<file path="config.mk">
export PLATFORM = sky130hd
export DESIGN_NAME = expiring_full_key_table
export DESIGN_NICKNAME = d
export VERILOG_FILES = /design/src/hdl/efkt_pkg.sv /design/src/hdl/efkt_entry_ram.sv /design/src/hdl/efkt_cmp_unit.sv /design/src/hdl/expiring_full_key_table.sv
export SDC_FILE = /design/constraint.sdc
export NUM_CORES = 1
export LEC_CHECK = 0
export BUFFER_PORTS_ARGS = -buffer_cell sky130_fd_sc_hd__buf_2
export CORE_ASPECT_RATIO = 0.5
export CORE_MARGIN = 3
export CORE_UTILIZATION = 50
export DETAILED_ROUTE_END_ITERATION = 6
export PLACE_DENSITY_LB_ADDON = 0.25
export SYNTH_ARGS = -nofsm -noshare
export SYNTH_HDL_FRONTEND = slang
export SYNTH_HIERARCHICAL = 1
export SYNTH_SLANG_ARGS = --single-unit
</file>
<file path="constraint.sdc">
create_clock -name clk -period 9.8 [get_ports clk]
set_input_delay 1.96 -clock clk [delete_from_list [all_inputs] [get_ports clk]]
set_output_delay 1.96 -clock clk [all_outputs]
set_load 0.02 [all_outputs]
</file>
<file path="src/hdl/efkt_pkg.sv">
// Shared types and constants for the expiring full-key table.
package efkt_pkg;

  localparam int ENTRIES_DEF   = 4;
  localparam int KEY_WIDTH_DEF = 64;
  localparam int STAMP_W       = 32;
  localparam int EXP_W         = 16;
  localparam int OP_W          = 2;

  localparam logic [EXP_W-1:0] EXPIRY_RESET = 16'd60;

  localparam logic [OP_W-1:0] OP_MARK  = 2'd0;
  localparam logic [OP_W-1:0] OP_CLEAR = 2'd1;
  localparam logic [OP_W-1:0] OP_QUERY = 2'd2;

  typedef enum logic [1:0] {
    ST_IDLE,
    ST_SCAN,
    ST_WRITE,
    ST_RESP
  } state_t;

  // result of one entry compare
  typedef struct packed {
    logic key_eq;
    logic expired;
    logic older;
  } cmp_res_t;

endpackage

</file>
<file path="src/hdl/efkt_entry_ram.sv">
// Key and stamp storage: one write port, one registered read port.
module efkt_entry_ram #(
  parameter int DEPTH  = efkt_pkg::ENTRIES_DEF,
  parameter int KEY_W  = efkt_pkg::KEY_WIDTH_DEF,
  parameter int ADDR_W = 2
) (
  input  logic                       clk,
  input  logic                       we,
  input  logic [ADDR_W-1:0]          waddr,
  input  logic [KEY_W-1:0]           wkey,
  input  logic [efkt_pkg::STAMP_W-1:0] wstamp,
  input  logic                       re,
  input  logic [ADDR_W-1:0]          raddr,
  output logic [KEY_W-1:0]           rkey,
  output logic [efkt_pkg::STAMP_W-1:0] rstamp
);

  logic [KEY_W-1:0]             key_mem   [DEPTH];
  logic [efkt_pkg::STAMP_W-1:0] stamp_mem [DEPTH];

  always_ff @(posedge clk) begin
    if (we) begin
      key_mem[waddr]   <= wkey;
      stamp_mem[waddr] <= wstamp;
    end
    if (re) begin
      rkey   <= key_mem[raddr];
      rstamp <= stamp_mem[raddr];
    end
  end

endmodule

</file>
<file path="src/hdl/efkt_cmp_unit.sv">
// Shared per-entry compare: key match, expiry test, oldest-stamp test.
module efkt_cmp_unit #(
  parameter int KEY_W = efkt_pkg::KEY_WIDTH_DEF
) (
  input  logic [KEY_W-1:0]             ent_key,
  input  logic [efkt_pkg::STAMP_W-1:0] ent_stamp,
  input  logic [KEY_W-1:0]             key,
  input  logic [efkt_pkg::STAMP_W-1:0] now,
  input  logic [efkt_pkg::EXP_W-1:0]   expiry,
  input  logic [efkt_pkg::STAMP_W-1:0] ref_stamp,
  output efkt_pkg::cmp_res_t           res
);

  // age kept one bit wider so a future stamp reads as negative
  logic [efkt_pkg::STAMP_W:0] age;

  assign age = {1'b0, now} - {1'b0, ent_stamp};

  always_comb begin
    res.key_eq  = (ent_key == key);
    res.expired = !age[efkt_pkg::STAMP_W] &&
                  (age[efkt_pkg::STAMP_W-1:0] >
                   efkt_pkg::STAMP_W'(expiry));
    res.older   = (ent_stamp < ref_stamp);
  end

endmodule

</file>
<file path="src/hdl/expiring_full_key_table.sv">
// Top level of the expiring full-key table: sequencer, valid bits, config and result register.
//
//   channel | beat holds                    | handshake
//   --------+-------------------------------+-----------------------
//   in      | opcode, key, time_now         | in_valid / in_ready
//   out     | is_full                       | out_valid / out_ready
//   cfg     | cfg_data (expiry_seconds)     | cfg_valid / cfg_ready
//
// An item walks the entries one per cycle through the single compare unit,
// each entry's RAM read issued in the cycle before its compare. A mark scans
// every entry, writes its slot, then responds; a clear or query scans then
// responds, a query stopping early on a hit; an unused opcode just responds.
// The entry RAM read port paces the scan. Reset clears the valid bits at once;
// no clearing pass is run. A result waiting in the output register holds off
// only the next item's completion, not its acceptance. cfg is always ready.
module expiring_full_key_table #(
  parameter int ENTRIES   = efkt_pkg::ENTRIES_DEF,
  parameter int KEY_WIDTH = efkt_pkg::KEY_WIDTH_DEF
) (
  input  logic                         clk,
  input  logic                         rst,
  input  logic                         in_valid,
  output logic                         in_ready,
  input  logic [efkt_pkg::OP_W-1:0]    opcode,
  input  logic [KEY_WIDTH-1:0]         key,
  input  logic [efkt_pkg::STAMP_W-1:0] time_now,
  output logic                         out_valid,
  input  logic                         out_ready,
  output logic                         is_full,
  input  logic                         cfg_valid,
  output logic                         cfg_ready,
  input  logic [efkt_pkg::EXP_W-1:0]   cfg_data
);

  localparam int IDX_W = (ENTRIES > 1) ? $clog2(ENTRIES) : 1;
  localparam int CNT_W = $clog2(ENTRIES + 1);
  localparam logic [CNT_W-1:0] CNT_END  = CNT_W'(ENTRIES);
  localparam logic [IDX_W-1:0] IDX_LAST = IDX_W'(ENTRIES - 1);

  efkt_pkg::state_t state, state_next;

  // latched item
  logic [efkt_pkg::OP_W-1:0]    cur_op;
  logic [KEY_WIDTH-1:0]         cur_key;
  logic [efkt_pkg::STAMP_W-1:0] cur_now;

  logic [efkt_pkg::EXP_W-1:0]   expiry;
  logic [ENTRIES-1:0]           entry_valid;

  // scan pointers: rd_ptr issues reads, chk_ptr follows with the data
  logic [CNT_W-1:0] rd_ptr;
  logic [IDX_W-1:0] chk_ptr;
  logic             pend;

  // scan findings
  logic                         hit;
  logic                         match_found;
  logic [IDX_W-1:0]             match_idx;
  logic                         free_found;
  logic [IDX_W-1:0]             free_idx;
  logic                         old_found;
  logic [IDX_W-1:0]             old_idx;
  logic [efkt_pkg::STAMP_W-1:0] old_stamp;

  // RAM / compare hookup
  logic [KEY_WIDTH-1:0]         ram_key;
  logic [efkt_pkg::STAMP_W-1:0] ram_stamp;
  logic                         ram_re;
  logic                         ram_we;
  logic [IDX_W-1:0]             victim;
  efkt_pkg::cmp_res_t           cmp;

  // control from the FSM
  logic accept;
  logic eval;
  logic ent_v;
  logic q_hit;
  logic scan_done;
  logic clr_en;
  logic out_load;

  assign accept    = in_valid && in_ready;
  assign cfg_ready = 1'b1;

  efkt_entry_ram #(
    .DEPTH (ENTRIES),
    .KEY_W (KEY_WIDTH),
    .ADDR_W(IDX_W)
  ) u_ram (
    .clk   (clk),
    .we    (ram_we),
    .waddr (victim),
    .wkey  (cur_key),
    .wstamp(cur_now),
    .re    (ram_re),
    .raddr (rd_ptr[IDX_W-1:0]),
    .rkey  (ram_key),
    .rstamp(ram_stamp)
  );

  efkt_cmp_unit #(
    .KEY_W(KEY_WIDTH)
  ) u_cmp (
    .ent_key  (ram_key),
    .ent_stamp(ram_stamp),
    .key      (cur_key),
    .now      (cur_now),
    .expiry   (expiry),
    .ref_stamp(old_stamp),
    .res      (cmp)
  );

  // per-entry decisions while scanning
  assign eval      = (state == efkt_pkg::ST_SCAN) && pend;
  assign ent_v     = entry_valid[chk_ptr];
  assign q_hit     = eval && (cur_op == efkt_pkg::OP_QUERY) && ent_v &&
                     !cmp.expired && cmp.key_eq;
  assign scan_done = eval && ((chk_ptr == IDX_LAST) || q_hit);

  always_comb begin
    clr_en = 1'b0;
    if (eval && ent_v) begin
      unique case (cur_op)
        efkt_pkg::OP_CLEAR: clr_en = cmp.key_eq;
        efkt_pkg::OP_QUERY: clr_en = cmp.expired;
        default:            clr_en = 1'b0;
      endcase
    end
  end

  // live match, else first free slot, else oldest stamp
  always_comb begin
    if (match_found) begin
      victim = match_idx;
    end else if (free_found) begin
      victim = free_idx;
    end else begin
      victim = old_idx;
    end
  end

  // next state
  always_comb begin
    state_next = state;
    unique case (state)
      efkt_pkg::ST_IDLE: begin
        if (accept) begin
          if (opcode == efkt_pkg::OP_MARK || opcode == efkt_pkg::OP_CLEAR ||
              opcode == efkt_pkg::OP_QUERY) begin
            state_next = efkt_pkg::ST_SCAN;
          end else begin
            state_next = efkt_pkg::ST_RESP;
          end
        end
      end
      efkt_pkg::ST_SCAN: begin
        if (scan_done) begin
          state_next = (cur_op == efkt_pkg::OP_MARK) ? efkt_pkg::ST_WRITE
                                                     : efkt_pkg::ST_RESP;
        end
      end
      efkt_pkg::ST_WRITE: state_next = efkt_pkg::ST_RESP;
      efkt_pkg::ST_RESP: begin
        if (out_load) begin
          state_next = efkt_pkg::ST_IDLE;
        end
      end
      default: state_next = efkt_pkg::ST_IDLE;
    endcase
  end

  // FSM outputs
  always_comb begin
    in_ready = 1'b0;
    ram_re   = 1'b0;
    ram_we   = 1'b0;
    out_load = 1'b0;
    unique case (state)
      efkt_pkg::ST_IDLE:  in_ready = 1'b1;
      efkt_pkg::ST_SCAN:  ram_re   = (rd_ptr != CNT_END) && !scan_done;
      efkt_pkg::ST_WRITE: ram_we   = 1'b1;
      efkt_pkg::ST_RESP:  out_load = !out_valid || out_ready;
      default: ;
    endcase
  end

  always_ff @(posedge clk) begin
    if (rst) begin
      state <= efkt_pkg::ST_IDLE;
    end else begin
      state <= state_next;
    end
  end

  always_ff @(posedge clk) begin
    if (rst) begin
      expiry <= efkt_pkg::EXPIRY_RESET;
    end else if (cfg_valid && cfg_ready) begin
      expiry <= cfg_data;
    end
  end

  always_ff @(posedge clk) begin
    if (accept) begin
      cur_op  <= opcode;
      cur_key <= key;
      cur_now <= time_now;
    end
  end

  // scan sequencing
  always_ff @(posedge clk) begin
    if (rst) begin
      rd_ptr <= '0;
      pend   <= 1'b0;
    end else if (accept) begin
      rd_ptr <= '0;
      pend   <= 1'b0;
    end else begin
      pend <= ram_re;
      if (ram_re) begin
        rd_ptr <= rd_ptr + CNT_W'(1);
      end
    end
  end

  always_ff @(posedge clk) begin
    if (ram_re) begin
      chk_ptr <= rd_ptr[IDX_W-1:0];
    end
  end

  // findings for mark and query
  always_ff @(posedge clk) begin
    if (rst || accept) begin
      hit         <= 1'b0;
      match_found <= 1'b0;
      free_found  <= 1'b0;
      old_found   <= 1'b0;
    end else if (eval) begin
      if (q_hit) begin
        hit <= 1'b1;
      end
      if (cur_op == efkt_pkg::OP_MARK) begin
        if (ent_v && cmp.key_eq && !match_found) begin
          match_found <= 1'b1;
          match_idx   <= chk_ptr;
        end
        if (!ent_v && !free_found) begin
          free_found <= 1'b1;
          free_idx   <= chk_ptr;
        end
        // strict compare keeps the lowest index on ties
        if (ent_v && (!old_found || cmp.older)) begin
          old_found <= 1'b1;
          old_idx   <= chk_ptr;
          old_stamp <= ram_stamp;
        end
      end
    end
  end

  always_ff @(posedge clk) begin
    if (rst) begin
      entry_valid <= '0;
    end else begin
      if (clr_en) begin
        entry_valid[chk_ptr] <= 1'b0;
      end
      if (ram_we) begin
        entry_valid[victim] <= 1'b1;
      end
    end
  end

  // output register
  always_ff @(posedge clk) begin
    if (rst) begin
      out_valid <= 1'b0;
    end else if (out_load) begin
      out_valid <= 1'b1;
    end else if (out_ready) begin
      out_valid <= 1'b0;
    end
  end

  always_ff @(posedge clk) begin
    if (out_load) begin
      is_full <= hit;
    end
  end

endmodule

</file>
==> run_results.csv <==
group,metric,value,unit
die,fp.dieW,331,µm
finish,antenna_diode_count,0,
hold_path,hold_class,"reg2reg",
cts,cts_sinks,650,
route,route.met2.wl,24700,µm
synth,yosysWarnings,6,
route,routedWlPerCell,21.9,µm
place,placement.io_buffers,121,
place,place.detailed.hpwl,31100,µm
synth,yosysSeqAreaShare,72.9,%
timing,finalCritPeriodShare,60.1,%
route,detailroute.via_count,13200,
synth,synth_compound_gate_area_share,4.31,%
critical_path,critical_path.endpoint_type,"flip-flop",
cts,cts_max_level,2,
route,met3_wirelength,2480,µm
synth,synth_mux_area_share,9.31,%
timing,slew_headroom,28.9,%
cts,tritoncts,"built",
synth,synth_fp_nets,1670,
synth,synthArstFlopShare,0,%
synth,number_of_enable_flip_flop_cells_after_synthesis,619,
timing,tightest_slew,1.07,ns
route,drcViolationCount,0,
finish,design.final.nets,1824,
timing,finalHoldWorstSlack,0.490,ns
route,highest_layer,"met5",
synth,postSynthAreaPerCell,18.0,µm²
critical_path,r2r.worst_path.cells,24,
cts,post_cts.repair.setup_buffers,0,
die,floorplan.die_area,55600,µm²
route,routed_wl,51300,µm
route,initialDrtViolationCount,1055,
critical_path,critPathArrivalTime,6.09,ns
critical_path,worst_r2r_startpoint,"cur_now[0]",
die,start_util,51.5,%
finish,fraction_of_layout_instances_using_a_drive_strength_above_1,19.7,%
place,placed_cells_incl_taps,2251,
synth,synth_top_family_by_area,"multiplexers",
place,gpl.final_weighted_congestion,0.866,
cts,cts-resized-gates,0,
cts,cts-root-buf,"clkbuf_16",
cts,clk_pin_slew_worst_paths,0.07,ns
synth,fraction_of_the_mapped_netlist_area_in_adder_cells,4.26,%
die,design.core.area,51200,µm²
grt,grt_first_pass_wirelength,80100,µm
power,p_leak,0.0102,µW
grt,antenna_found_initial,0,
hold_path,worst_hold_path_cell_count,0,
critical_path,reg2reg_setup_slack,3.91,ns
die,placement_rows,58,
power,power.ir.vdd_worst,0.000128,V
grt,grt_start_max_net_pins,70,
die,pin_count,123,
finish,postLayoutCoreUtil,57.5,%
flow_run,max_cap_violations,0,
cts,cts-buffers-inserted,53,
power,powerDensity,252,nW/µm²
synth,synthSimpleGateAreaFrac,4.20,%
timing,finalMaxSlewViolations,0,
synth,number_of_library_cell_types_mapped_by_synthesis,69,
critical_path,cp-start-kind,"flip-flop",
synth,synth-seq-cells,650,
cts,hold_buffers,0,
cts,worst_skew_pair.late_latency,0.60,ns
hold_path,worst_hold_path.endpoint,"old_stamp[6]",
hold_path,hold_start,"u_ram/rstamp[6]",
timing,max_clock_freq,170,MHz
critical_path,r2r-end,"u_ram/rkey[44]",
timing,grt_setup_unrepaired,"no",
critical_path,worst_path_class_setup,"reg2reg",
synth,yosys_most_used_dff,"edfxtp_1",
timing,hold_violations,0,
timing,period_needed,5.89,ns
status,run_status,"finished clean",
critical_path,peak_fanout_along_the_critical_path,69,
timing,totalNegativeSetupSlack,0,ns
grt,overflow,0,
cts,cts-root-to-sink-buffers,3,
route,vias_per_cell,5.64,
synth,post_synth_inst_count,1462,
die,chipHeight,168,µm
finish,syn2layout_area_growth,11.8,%
critical_path,crit_required,10.01,ns
finish,final_non_filler_cell_total,2346,
grt,grt_util_all_layers,18.6,%
timing,skew,0.0240,ns
route,m1WireLength,23100,µm
route,detail-route-antenna-nets,0,
route,detail_route.first_pass.iterations,7,
synth,netlist_area,26300,µm²
grt,first_global_vias,14000,
timing,final-setup-viol-count,0,
synth,post_synth_xor_area_fraction,2.69,%
registers in the layout, indices dropped and copies added, names as in the netlist:
signal,count
match_idx,2
u_ram/rkey,64
out_valid,1
old_idx,2
old_found,1
cur_key,64
u_ram/key_mem,256
free_found,1
is_full,1
expiry,16
free_idx,2
match_found,1
old_stamp,32
chk_ptr,2
pend,1
u_ram/rstamp,32
cur_now,32
cur_op,2
u_ram/stamp_mem,128
hit,1
state,2
rd_ptr,3
entry_valid,4
synth_stat cells (3+ instances only):
library cell / instances / share of area [%]
mux2i_1: 26 / 0.99
buf_6: 6 / 0.26
a211oi_1: 8 / 0.23
nor4_1: 19 / 0.45
o21a_1: 5 / 0.14
xnor2_1: 12 / 0.40
xor2_1: 67 / 2.2
edfxtp_1: 619 / 71
a221o_1: 3 / 0.11
and2_1: 4 / 0.095
nand2_1: 47 / 0.67
nand2b_1: 8 / 0.19
inv_1: 104 / 1.5
a221oi_1: 4 / 0.13
dfxtp_1: 31 / 2.4
o211ai_1: 8 / 0.23
mux4_2: 96 / 8.2
a21oi_1: 51 / 0.97
nand3_1: 10 / 0.19
o2111ai_1: 3 / 0.10
o22ai_1: 4 / 0.095
o21ai_1: 9 / 0.17
nand4_1: 22 / 0.52
ha_1: 88 / 4.2
and3_1: 9 / 0.21
o21ai_0: 21 / 0.40
nor2_1: 52 / 0.74
buf_2: 14 / 0.27
or3_1: 3 / 0.071
a31oi_1: 4 / 0.095
nor3_1: 10 / 0.19
a21o_1: 21 / 0.60
nor2b_1: 11 / 0.26
and3b_1: 4 / 0.13
clkbuf_1: 12 / 0.17
and4_1: 3 / 0.10
a31o_2: 3 / 0.10
final cells by class:
| cell class | instances | area, µm² |
|---|---|---|
| Fill cell | 3844 | 21700 |
| Sequential cell | 650 | 19200 |
| Multi-Input combinational cell | 674 | 6560 |
| Clock buffer | 62 | 1360 |
| Tap cell | 690 | 863 |
| Timing Repair Buffer | 133 | 696 |
| Inverter | 104 | 390 |
| Clock inverter | 33 | 360 |
cell usage in the layout, fill, tap and decap left out, drive strengths merged, types with 7 or more instances in the layout:
master	Yosys	routed
edfxtp	619	619
buf	22	133
inv	104	108
mux4	96	96
ha	88	88
xor2	67	67
clkbuf	12	62
nor2	52	52
a21oi	51	51
nand2	47	47
o21ai	32	32
dfxtp	31	31
mux2i	26	26
a21o	23	23
nand4	22	22
clkinv	0	21
nor4	20	20
xnor2	13	13
nor2b	11	11
nor3	11	11
nand3	10	10
and3	10	10
a211oi	9	9
o211ai	8	8
nand2b	8	8
bufinv	0	7
per-stage QoR:
| stage | power (µW) | instance area (µm²) | worst slack (ns) |
|---|---|---|---|
| final | 7430 | 29400 | 3.91 |
| after global routing | 7800 | 29400 | 3.50 |
| after CTS | 7500 | 29400 | 3.91 |
| after detailed placement | 5350 | 27700 | 3.94 |
| after global placement | 5290 | 27700 | 4.10 |
| after floorplan | 4920 | 26300 | 1.31 |
cell families after synthesis:
kind of cell,count (synthesis)
buf+inv,138
mux,124
compound gates,167
other cells,1
flops,650
fa+ha+maj,89
xor+xnor,80
simple gates,213
per-layer routing:
layer	up-vias	global-route usage [%]
li1	6039	-
met1	6772	26.5
met2	336	30.4
met3	84	3.40
met4	2	4.10
met5	-	0.609
where the power goes:
group	leakage (µW)	total, µW	internal [µW]	switching [µW]
Sequential	0.00592	3780	3560	219
Clock	0.000841	2150	1180	964
Combinational	0.00347	1510	605	902
critical path, stage by stage, from the launching register on:
cell and delay, ns:
edfxtp_1 0.40, inv_1 0.07, ha_1 0.20, fa_1 0.39, nand2b_1 0.18, a21o_1 0.22
nor2b_1 0.20, o21ai_1 0.17, nand4_1 0.11, nand2_1 0.08, a21oi_1 0.07, xnor2_1 0.15
ha_1 0.28, and4_1 0.23, nand4_1 0.12, a21oi_1 0.18, nor3_2 0.06, o21ai_1 0.17
nor4_2 0.07, nand4_1 0.09, nor4_1 0.05, a41oi_1 0.49, nor2_1 0.23, a221oi_4 0.34
buf_4 0.86
how the worst max path moves through the flow:
stage               startpoint                   to  slack [ns]  depth (start not counted)
3_3_place_gp   u_ram/rstamp[0]       u_ram/rkey[55]        4.10                         23
6_report            cur_now[0]       u_ram/rkey[44]        3.91                         24
3_5_place_dp        cur_now[0]       u_ram/rkey[44]        3.94                         24
2_1_floorplan       free_found  u_ram/key_mem[0][0]        1.31                          3
4_1_cts             cur_now[0]       u_ram/rkey[16]        3.91                         24
5_1_grt             cur_now[0]       u_ram/rkey[16]        3.50                         24
Note: power is estimated with default switching activity, not from simulation.
